## config.mk

```make
export PLATFORM = sky130hd
export DESIGN_NAME = mtp_div
export DESIGN_NICKNAME = d
export VERILOG_FILES = /design/src/mtp_pkg.sv /design/src/mtp_div.sv
export SDC_FILE = /design/constraint.sdc
export NUM_CORES = 1
export LEC_CHECK = 0
export BUFFER_PORTS_ARGS = -buffer_cell sky130_fd_sc_hd__buf_2
export CELL_PAD_IN_SITES_DETAIL_PLACEMENT = 2
export CELL_PAD_IN_SITES_GLOBAL_PLACEMENT = 2
export CORE_AREA = 2 2 128 130
export DETAILED_ROUTE_END_ITERATION = 10
export DIE_AREA = 0 0 130 132
export GPL_ROUTABILITY_DRIVEN = 0
export PLACE_DENSITY = 0.83
export SLEW_MARGIN = 20
export SYNTH_ARGS = -nofsm -noshare
export SYNTH_HDL_FRONTEND = slang
export SYNTH_SLANG_ARGS = --single-unit
```

## constraint.sdc

```tcl
create_clock -name aclk -period 8 [get_ports aclk]
set_input_delay 1.6 -clock aclk [delete_from_list [all_inputs] [get_ports aclk]]
set_output_delay 1.6 -clock aclk [all_outputs]
set_load 0.005 [all_outputs]
```

## src/mtp_pkg.sv

```systemverilog
// Shared types and constants for the melody tone PWM player.
// Used by the player top level, its shared divider and the port checker.
`default_nettype none

package mtp_pkg;

    localparam int unsigned MAX_TONES_DEF   = 256;
    localparam int unsigned SOURCE_CLOCK_HZ = 125000000;

    localparam int unsigned DIV_W      = 32;
    localparam int unsigned CFG_ADDR_W = 2;
    localparam int unsigned CFG_DATA_W = 16;
    localparam int unsigned S_TDATA_W  = 24;
    localparam int unsigned M_TDATA_W  = 56;

    localparam logic [CFG_ADDR_W-1:0] CFG_DURATION = 2'd0;
    localparam logic [CFG_ADDR_W-1:0] CFG_SONG_LEN = 2'd1;
    localparam logic [CFG_ADDR_W-1:0] CFG_VOLUME   = 2'd2;

    localparam logic [15:0] DURATION_RST = 16'd100;
    localparam logic [8:0]  SONG_LEN_RST = 9'd1;
    localparam logic [6:0]  VOLUME_RST   = 7'd50;
    localparam logic [6:0]  VOLUME_MAX   = 7'd100;

    localparam logic [11:0] DIV16_MIN   = 12'd16;
    localparam logic [11:0] DIV16_MAX   = 12'd4095;
    localparam logic [31:0] LEVEL_DIV   = 32'd10000;

    // ceil(2^38 / 10000): exact floor division by 10000 for products below 2^25
    localparam logic [24:0] LEVEL_RECIP = 25'd27487791;
    localparam int unsigned LEVEL_SHIFT = 38;

    typedef enum logic [1:0] {
        MODE_TICK  = 2'd0,
        MODE_WRITE = 2'd1,
        MODE_START = 2'd2,
        MODE_STOP  = 2'd3
    } mtp_mode_t;

    typedef enum logic [3:0] {
        ST_IDLE,
        ST_POS,
        ST_TONE,
        ST_CEIL,
        ST_Q1,
        ST_WRAP,
        ST_MUL,
        ST_LVL,
        ST_FINISH
    } mtp_state_t;

    typedef struct packed {
        logic             start;
        logic [DIV_W-1:0] num;
        logic [DIV_W-1:0] den;
    } mtp_div_req_t;

    typedef struct packed {
        logic             done;
        logic [DIV_W-1:0] quot;
    } mtp_div_rsp_t;

endpackage

`default_nettype wire

```

## src/mtp_div.sv

```systemverilog
// Shared radix-2 restoring divider, one quotient bit per cycle.
// Depends on mtp_pkg for the request and response structs.
`default_nettype none

module mtp_div (
    input  wire                        aclk,
    input  wire                        aresetn,
    input  wire mtp_pkg::mtp_div_req_t req,
    output mtp_pkg::mtp_div_rsp_t      rsp
);
    import mtp_pkg::*;

    localparam int unsigned CNT_W = $clog2(DIV_W);

    logic             busy_reg;
    logic             done_reg;
    logic [CNT_W-1:0] cnt_reg;
    logic [DIV_W-1:0] num_reg;
    logic [DIV_W-1:0] rem_reg;
    logic [DIV_W-1:0] den_reg;
    logic [DIV_W:0]   rem_sh;
    logic             ge;

    assign rem_sh = {rem_reg, num_reg[DIV_W-1]};
    assign ge     = rem_sh >= {1'b0, den_reg};

    always_ff @(posedge aclk) begin
        if (!aresetn) begin
            busy_reg <= 1'b0;
            done_reg <= 1'b0;
            cnt_reg  <= '0;
        end else if (req.start) begin
            busy_reg <= 1'b1;
            done_reg <= 1'b0;
            cnt_reg  <= '0;
        end else if (busy_reg) begin
            cnt_reg <= cnt_reg + 1'b1;
            if (cnt_reg == CNT_W'(DIV_W - 1)) begin
                busy_reg <= 1'b0;
                done_reg <= 1'b1;
            end
        end else begin
            done_reg <= 1'b0;
        end
    end

    // dividend shifts out at the top while quotient bits fill in at the bottom
    always_ff @(posedge aclk) begin
        if (req.start) begin
            num_reg <= req.num;
            den_reg <= req.den;
            rem_reg <= '0;
        end else if (busy_reg) begin
            rem_reg <= ge ? DIV_W'(rem_sh - {1'b0, den_reg}) : rem_sh[DIV_W-1:0];
            num_reg <= {num_reg[DIV_W-2:0], ge};
        end
    end

    assign rsp.done = done_reg;
    assign rsp.quot = num_reg;

endmodule

`default_nettype wire

```

Word-level counts from Yosys, hierarchy flattened
Index checks and enable logic that the tools add are counted.
{ "word_totals": {"rom_bits": 0, "n_memories": 0, "latch_bits": 0, "mem_bits_rw": 0, "regBits": 103, "output_inout_bits": 33, "input_bits": 67} }
{ "classes": {"div": 0, "muxes": 6, "eq_ne": 1, "n_bitwise": 2, "n_shift": 0, "order_cmp": 1, "n_addsub": 2, "n_reduce_logical": 3, "mul": 0} }
{ "op_table": {"columns": ["operator", "count"], "rows": [
  ["2-to-1 mux 32 bit", 3],
  [">= comparator 33 x 32 -> 1 bit", 1],
  ["subtractor 32 bit", 1],
  ["adder 5 x 1 -> 5 bit, second input constant", 1],
  ["== test 5 bit, second input constant", 1],
  ["2-to-1 mux 1 bit", 3],
  ["OR reduction 3 bit", 1],
  ["inverter 1 bit", 2],
  ["nonzero test 2 bit", 1],
  ["OR reduction 2 bit", 1]
]} }

Depth between registers and ports, before layout
Gate-level depths: netlist of the first run.
{ "depth": {"depth_word": 4, "depth_mapped": 12, "mapped_depth_nobuf": 11} }

Worst setup path after synthesis of the first run
Ideal clock, no wire load.
{ "synth_path": {"path_kind": "input to register", "from": "in req[64] (netlist name)", "to": "reg num_reg[0] (enable)", "arrival_time_ps": 2531, "path_stages": 3, "setup_slack_ps": 5067, "path_cell_list": "nor2_1 > clkbuf_1 > inv_1"} }
{ "synth_via": {"elab_chain_len": 1} }
{ "synth_lines": {"columns": ["item", "line_no", "rtl"], "rows": [
  ["start: declaration", "mtp_div.sv:8", "input wire mtp_pkg::mtp_div_req_t req,"],
  ["nonzero test 2 bit (no source line)", null, null],
  ["end signal: assignment", "mtp_div.sv:50", "num_reg <= req.num;"],
  ["end signal: assignment", "mtp_div.sv:55", "num_reg <= {num_reg[DIV_W-2:0], ge};"],
  ["end: declaration", "mtp_div.sv:18", "logic [DIV_W-1:0] num_reg;"]
]} }
Every way passes these cells.
A chain may end at the register's enable or synchronous reset.

Final worst setup path of the first run
{ "layout_path": {"from": "reg den_reg[11]", "to": "reg rem_reg[31]"} }
{ "layout_via": {"elab_chain_len": 2, "elab_cells_between_ends": 3, "cone_classes": "1 x add/sub; 1 x order compare; 1 x mux"} }
{ "layout_lines": {"columns": ["item", "line_no", "rtl"], "rows": [
  ["start: declaration", "mtp_div.sv:20", "logic [DIV_W-1:0] den_reg;"],
  ["start signal: assignment", "mtp_div.sv:51", "den_reg <= req.den;"],
  ["subtractor 32 bit / >= comparator 33 x 32 -> 1 bit (equally long branches)", "mtp_div.sv:54, mtp_div.sv:25", null],
  ["2-to-1 mux 32 bit *", "mtp_div.sv:54", "rem_reg <= ge ? DIV_W'(rem_sh - {1'b0, den_reg}) : rem_sh[DIV_W-1:0];"],
  ["end signal: assignment", "mtp_div.sv:54", null],
  ["end: declaration", "mtp_div.sv:19", "logic [DIV_W-1:0] rem_reg;"]
]} }
Every way passes the cells marked *; elsewhere a longest branch is shown, timed or not.

==> results of run 1 <==
## metrics by stage
stage	setup WS, ns	std cells
2_1_floorplan	5.07	602
3_3_place_gp	3.97	894
3_5_place_dp	4.19	894
4_1_cts	4.45	910
5_1_grt	4.18	910
6_report	4.44	910
## synthesized netlist by cell type (all sizes together) (9+ instances only)
master and count:
inv 46, mux2i 11, nand2 62, a311oi 16, nand3 9, clkbuf 14
dfxtp 39, edfxtp 64, a21oi 34, nor2 50, mux2 34, ha 34
xnor2 16, o21ai 35, buf 11
## per-layer routing
layer / up-vias / wire [um] / GRT usage [%]
li1: 2379 / - / -
met5: - / 0 / 0
met3: 15 / 1100 / 6.98
met2: 120 / 9500 / 39.8
met4: 0 / 180 / 4.12
met1: 2433 / 7310 / 26.2
## final cells by class
type	instances	area share, %
multi-input combinational	428	43.3
sequential	103	38.6
timing repair buffer	101	7.33
tap	216	3.86
clock buffer	10	3.27
inverter	46	2.47
clock inverter	6	1.07
## where the power goes
group / switching [W] / internal, W
clock: 0.000217 / 0.000248
sequential: 0.0000242 / 0.000610
combinational: 0.000161 / 0.000115
total: 0.000402 / 0.000973
## kinds of logic after synthesis
kind of cell             count (synthesis)  share of synthesized area (%)
XOR/XNOR                                22                           3.20
multiplexers                            45                           8.19
buffers and inverters                   71                           4.72
AO/OA/AOI/OAI                          150                           17.0
flip-flops                             103                           44.9
adder cells (fa/ha/maj)                 35                           7.40
AND/OR/NAND/NOR                        176                           14.5
## worst max-delay path by stage
stage	slack, ns	to	cells after the start	from
after floorplan	5.07	num_reg[0]$_DFFE_PP_	3	req[64]
after global placement	3.97	num_reg[6]$_DFFE_PP_	3	req[64]
after detailed placement	4.19	num_reg[7]$_DFFE_PP_	3	req[64]
after CTS	4.45	rem_reg[31]$_SDFFE_PP0P_	10	den_reg[12]$_DFFE_PP_
after global routing	4.18	rem_reg[7]$_SDFFE_PP0P_	10	den_reg[12]$_DFFE_PP_
final	4.44	rem_reg[31]$_SDFFE_PP0P_	10	den_reg[11]$_DFFE_PP_
## tightest hold or removal path, delay by kind of cell, from the launching register on
kind               cells  cell delay [ns]
DFF                    1             0.34
AOI/OAI and AO/OA      1             0.05
and+or+nand+nor        1             0.06
==> flow_summary.ini, run 1 <==
[run_status]
run_status = completed

[floorplanning]
die_w_um = 130
core-area_mm2 = 0.0157
start_util_pct = 38.3
fp.dieH_um = 132
rows = 46
die-area_mm2 = 0.0172
num_io_pins = 100

[global_routing]
grt_usage_pct = 22.3
antenna_found_initial = 0
grt_pass1_vias = 5630
grt_max_degree = 53
grt_first_pass_wirelength_um = 29800
grt_remaining_overflow = 0

[finish]
multi_input_area_mm2 = 0.00303
layout_commonest_cell = buf_2
nets = 791
fill_cells = 1720
final_util_pct = 44.5
drive_gt1_share_pct = 23.2
mostFrequentLayoutCells = buf_2, edfxtp_1, nand2_1, nor2_1, inv_1
seq_area_mm2 = 0.00270
num_antenna_cells = 0
final_area_mm2 = 0.00699
synthToLayoutAreaGrowth_pct = 16.3

[worst_setup_path]
timing.rr.start = den_reg[11]$_DFFE_PP_
arrival_ns = 3.82
cp_cell_sequence = inv_1 -> ha_1 -> nand3_2 -> or2_0 -> a311o_1 -> a21oi_1 -> o2111ai_1 -> a2111oi_0 -> mux2_2 -> a211oi_1
cp-end-kind = flip-flop
crit_fanout = 8
r2r-end = rem_reg[31]$_SDFFE_PP0P_
reg2reg_slack_ns = 4.44
cp_top_family = compound AO/OA/AOI/OAI gates
rr_worst_depth = 10
critPathBufInv = 1
slowest_delay_ns = 0.70
crit_required_ns = 8.26
crit_path_start_kind = flip-flop
critical_path_class = reg2reg
crit_path_top_delay_cell = a2111oi_0

[sta]
setup_viol = 0
slew_viol_final = 0
fin_setup_tns_ns = 0
max_freq_ghz = 0.281
clock_skew_ns = 0.0154
post-route-period-util_pct = 44.5
whs_ns = 0.491
rsz0062_at_grt = no
hold_viol = 0
worstMarginPinSlew_ns = 0.675
max_slew_margin_pct = 53.8
period_minus_slack_ns = 3.56

[clocking]
cts-root-buf = clkbuf_16
clock_latency_ns = 0.36
postCtsHoldBufs = 0
cts.path.max_buffers = 2
clkTransAtPathRegs_ns = 0.08
cts_buffers = 9
cts_sinks = 103
cts_tree = done
cts_htree_levels = 3
cts.repair.resized = 0
cts_setup_buffers = 0

[yosys]
yosys.area.top_type = edfxtp_1
ys_ff_latch = 103
synth_top_area_share_pct = 31.9
synth-async-reset-ratio_pct = 0
synth_nets = 704
syn_inst = 602
avgSynthCellArea_um2 = 9.99
yosys_warnings = 0
netlist_area_mm2 = 0.00602
yosysUniqueCellTypes = 69
synth_top_flop_cell = edfxtp_1
synth_edf_count = 64
yosys-top-cells-area = edfxtp_1, dfxtp_1, ha_1, mux2_2, nand2_1
yosysSeqAreaShare_pct = 44.9

[drt]
drtPass1Iterations = 4
finalWirelength_um = 18100
drc = 0
wl_per_cell_um = 19.9
drtAntennaViolNets = 0
drtIter0Drc = 206
via_per_inst = 5.44
num_vias = 4947

[power_and_ir_drop]
leakage_nw = 2.90
peakVddDrop_v = 0.000175
finalPower_w = 0.00138
power.density_mw_per_mm2 = 197

[job]
maxCapViolations = 0

[min_path]
worstHoldEndpoint = rem_reg[21]$_SDFFE_PP0P_
hp-start = rem_reg[21]$_SDFFE_PP0P_
hp-class = reg2reg
worstHoldPathCells = 2

[placement]
hpwl_um = 13300
numPortBuffers = 99
placed_area_mm2 = 0.00669
Power figures use the tool's default switching activity.
==> run 2: changes to the inputs <==
--- a/config.mk
+++ b/config.mk
@@ -8,11 +8,11 @@
 export BUFFER_PORTS_ARGS = -buffer_cell sky130_fd_sc_hd__buf_2
 export CELL_PAD_IN_SITES_DETAIL_PLACEMENT = 2
 export CELL_PAD_IN_SITES_GLOBAL_PLACEMENT = 2
-export CORE_AREA = 2 2 128 130
+export CORE_AREA = 2 2 133 135
 export DETAILED_ROUTE_END_ITERATION = 10
-export DIE_AREA = 0 0 130 132
+export DIE_AREA = 0 0 135 137
 export GPL_ROUTABILITY_DRIVEN = 0
-export PLACE_DENSITY = 0.83
+export PLACE_DENSITY = 0.77
 export SLEW_MARGIN = 20
 export SYNTH_ARGS = -nofsm -noshare
 export SYNTH_HDL_FRONTEND = slang
==> constraint.sdc (replaced) <==
create_clock -name aclk -period 3.49 [get_ports aclk]
set_input_delay 0.698 -clock aclk [delete_from_list [all_inputs] [get_ports aclk]]
set_output_delay 0.698 -clock aclk [all_outputs]
set_load 0.005 [all_outputs]
==> flow_summary.ini, run 2 (same netlist as run 1, synthesis figures left out) <==
[sta]
rsz0062_at_grt = no
period_minus_slack_ns = 3.27
setup_viol = 0
max_freq_ghz = 0.305
hold_viol = 0
post-route-period-util_pct = 93.8
worstMarginPinSlew_ns = 0.670
clock_skew_ns = 0.0105
slew_viol_final = 0
fin_setup_tns_ns = 0
max_slew_margin_pct = 55.3

[finish]
mostFrequentLayoutCells = buf_2, edfxtp_1, nand2_1, nor2_1, inv_1
nets = 803
final_util_pct = 41.7
drive_gt1_share_pct = 24.5
layout_commonest_cell = buf_2
num_antenna_cells = 0
synthToLayoutAreaGrowth_pct = 18.2

[floorplanning]
fp.dieH_um = 137
die_w_um = 135
start_util_pct = 35.3
core-area_mm2 = 0.0171
rows = 48
num_io_pins = 100
die-area_mm2 = 0.0185

[min_path]
hp-class = reg2reg

[global_routing]
grt_usage_pct = 20.4
antenna_found_initial = 0
grt_pass1_vias = 5598
grt_remaining_overflow = 0
grt_max_degree = 60
grt_first_pass_wirelength_um = 29300

[placement]
hpwl_um = 13400
numPortBuffers = 99

[clocking]
clock_latency_ns = 0.36
cts_tree = done
clkTransAtPathRegs_ns = 0.08
cts-root-buf = clkbuf_16
cts_buffers = 9
cts.path.max_buffers = 2
postCtsHoldBufs = 0
cts_sinks = 103
cts_htree_levels = 3

[worst_setup_path]
crit_required_ns = 3.76
cp-end-kind = flip-flop
arrival_ns = 3.54
crit_fanout = 11
crit_path_start_kind = flip-flop
critical_path_class = reg2reg

[drt]
via_per_inst = 5.36
finalWirelength_um = 18100
num_vias = 4990
drtAntennaViolNets = 0
drtPass1Iterations = 4
drc = 0
drtIter0Drc = 250
wl_per_cell_um = 19.5

[job]
maxCapViolations = 0

[run_status]
run_status = completed

[power_and_ir_drop]
power.density_mw_per_mm2 = 441
finalPower_w = 0.00313
leakage_nw = 2.96
peakVddDrop_v = 0.000229
==> run 2: timing repair <==
item	CTS	global route
endpoints found under the setup margin	0	4
resized for setup	0	3
buffers inserted	0	0
==> run 2: cell type report <==
cell class | count | area [um^2]
clock buffer | 10 | 229
fill | 1877 | 9940
multi-input combinational | 429 | 3060
clock inverter | 6 | 62.6
inverter | 46 | 173
timing repair buffer | 112 | 608
tap | 225 | 282
sequential | 103 | 2700
==> run 2: per-stage QoR <==
step	cells	setup slack (ns)	cell area [um^2]	hold WS, ns
finish	931	0.215	7110	0.481
global route	931	0.00428	7110	0.486
CTS	930	0.114	7090	0.483
detailed placement	914	0.113	6790	0.467
global placement	914	0.293	6790	0.455
floorplan	602	0.680	6020	0.444
==> run 2: metal layers <==
layer	vias to the layer above	global-route usage (%)	part of all wire [%]
met5	-	0	0
met1	2466	24.4	44
li1	2404	-	-
met4	0	4.69	1.2
met3	15	5.70	4.8
met2	105	36.3	50
==> run 2: critical path: stages (launching register included) <==
cell	delay, ns
edfxtp_1	0.32
inv_1	0.04
ha_1	0.43
nand3_2	0.16
or2_0	0.26
a311o_1	0.37
a2111oi_4	0.48
or4b_4	0.27
nand2_4	0.13
or3b_1	0.41
a311oi_1	0.29
==> run 2: path summary, 6_finish.rpt <==
| path | startpoint | end | slack, ns | cells past startpoint |
|---|---|---|---|---|
| max | den_reg[11]$_DFFE_PP_ | rem_reg[27]$_SDFFE_PP0P_ | 0.22 | 10 |
| max reg2reg | den_reg[11]$_DFFE_PP_ | rem_reg[27]$_SDFFE_PP0P_ | 0.22 | 10 |
| min reg2reg | rem_reg[2]$_SDFFE_PP0P_ | rem_reg[2]$_SDFFE_PP0P_ | 0.48 | 2 |
| min | rem_reg[2]$_SDFFE_PP0P_ | rem_reg[2]$_SDFFE_PP0P_ | 0.48 | 2 |
==> run 2: power by group <==
part / switching, W / internal, W
Sequential: 0.0000522 / 0.00140
Clock: 0.000525 / 0.000506
Combinational: 0.000379 / 0.000274
==> run 3: changes to the inputs <==
--- a/config.mk
+++ b/config.mk
@@ -8,9 +8,9 @@
 export BUFFER_PORTS_ARGS = -buffer_cell sky130_fd_sc_hd__buf_2
 export CELL_PAD_IN_SITES_DETAIL_PLACEMENT = 2
 export CELL_PAD_IN_SITES_GLOBAL_PLACEMENT = 2
-export CORE_AREA = 2 2 133 135
+export CORE_AREA = 2 2 158 114
 export DETAILED_ROUTE_END_ITERATION = 10
-export DIE_AREA = 0 0 135 137
+export DIE_AREA = 0 0 160 116
 export GPL_ROUTABILITY_DRIVEN = 0
 export PLACE_DENSITY = 0.77
 export SLEW_MARGIN = 20
==> flow_summary.ini, run 3 (same netlist as run 1, synthesis figures left out) <==
[job]
maxCapViolations = 0

[worst_setup_path]
critical_path_class = reg2reg
arrival_ns = 3.60
rr_worst_depth = 10
crit_fanout = 28
timing.critical_path.mode_cell = or3_1
cp_cell_sequence = inv_1 -> ha_1 -> nand4_1 -> nor3_1 -> a211oi_1 -> or3_1 -> a31oi_4 -> nand2_8 -> or3_1 -> a311oi_1
cp-end-kind = flip-flop
crit_required_ns = 3.75
crit_path_start_kind = flip-flop
crit_path_top_delay_cell = or3_1
reg2reg_slack_ns = 0.14
slowest_delay_ns = 0.47

[sta]
rsz0062_at_grt = yes
hold_viol = 0
clock_skew_ns = 0.0107
max_freq_ghz = 0.299
period_minus_slack_ns = 3.35
worstMarginPinSlew_ns = 0.796
fin_setup_tns_ns = 0
post-route-period-util_pct = 95.9
slew_viol_final = 0
setup_viol = 0
max_slew_margin_pct = 46.9

[global_routing]
grt_remaining_overflow = 0
grt_pass1_vias = 5410
grt_usage_pct = 21.0
antenna_found_initial = 0
grt_max_degree = 33
grt_first_pass_wirelength_um = 30600

[floorplanning]
rows = 40
fp.dieH_um = 116
die-area_mm2 = 0.0186
num_io_pins = 100
start_util_pct = 35.6
die_w_um = 160
core-area_mm2 = 0.0169

[placement]
numPortBuffers = 99
dp_cells = 923
hpwl_um = 14400

[finish]
finalNonFillerCells = 943
final_util_pct = 42.6
mostFrequentLayoutCells = buf_2, edfxtp_1, nand2_1, nor2_1, inv_1
nets = 809
num_antenna_cells = 0
multi_input_area_mm2 = 0.00307
layout_commonest_cell = buf_2
fill_cells = 1891
seq_area_mm2 = 0.00270
drive_gt1_share_pct = 25.4
synthToLayoutAreaGrowth_pct = 19.8

[drt]
drtAntennaViolNets = 0
wl_per_cell_um = 20.7
num_vias = 5089
via_per_inst = 5.40
drtPass1Iterations = 5
drc = 0
drtIter0Drc = 337
finalWirelength_um = 19500

[clocking]
cts-root-buf = clkbuf_16
clock_latency_ns = 0.36
postCtsHoldBufs = 0
cts_buffers = 9
clkTransAtPathRegs_ns = 0.07
cts_tree = done
cts_sinks = 103
cts.path.max_buffers = 2
cts_htree_levels = 3

[run_status]
run_status = completed

[power_and_ir_drop]
power.density_mw_per_mm2 = 455
peakVddDrop_v = 0.000205
finalPower_w = 0.00328
leakage_nw = 3.00

[min_path]
worstHoldPathCells = 2
hp-class = reg2reg
## run 3: layer usage
metal | vias up | GRT usage (%) | share of wire (%)
li1 | 2421 | - | -
met1 | 2565 | 29.2 | 49
met2 | 86 | 35.2 | 47
met3 | 17 | 3.44 | 3.2
met4 | 0 | 3.78 | 0.88
met5 | - | 0 | 0
## run 3: critical path, delay by kind of cell (launching register included)
| family | cells | cell delay [ns] |
|---|---|---|
| fa+ha+maj | 1 | 0.44 |
| compound gates | 3 | 0.71 |
| buf+inv | 1 | 0.04 |
| flops | 1 | 0.33 |
| simple gates | 5 | 1.73 |
## run 3: path summary, 6_finish.rpt
| path | end | from |
|---|---|---|
| setup reg to reg | rem_reg[7]$_SDFFE_PP0P_ | den_reg[19]$_DFFE_PP_ |
| hold / removal | rem_reg[18]$_SDFFE_PP0P_ | rem_reg[18]$_SDFFE_PP0P_ |
| setup / recovery | rem_reg[7]$_SDFFE_PP0P_ | den_reg[19]$_DFFE_PP_ |
| hold reg to reg | rem_reg[18]$_SDFFE_PP0P_ | rem_reg[18]$_SDFFE_PP0P_ |
## run 3: repair_timing
action | 4_1_cts | 5_1_grt
endpoints found under the setup margin | 0 | 27
resized for setup | 0 | 6
buffers inserted | 0 | 3
## run 3: where the power goes
part	switching, W	total [W]	internal [W]	leakage [nW]
clock network	0.000504	0.00115	0.000641	0.160
registers	0.0000553	0.00145	0.00140	0.954
logic	0.000399	0.000678	0.000279	1.88
## run 3: per-stage QoR
step                      hold WS (ns)  setup WS, ns  instance area, um^2
after floorplan                  0.444         0.680                 6020
after global placement           0.459         0.122                 6810
after detailed placement         0.477        0.0289                 6810
after CTS                        0.490       0.00269                 7140
after global routing             0.503      -0.00378                 7210
final                            0.488         0.144                 7210
## run 3: layout make-up
type / count / share of cell area, %
Sequential cell: 103 / 37.5
Tap cell: 231 / 4.01
Clock buffer: 9 / 3.13
Inverter: 46 / 2.40
Multi-Input combinational cell: 429 / 42.6
Timing Repair Buffer: 118 / 8.89
Clock inverter: 7 / 1.44
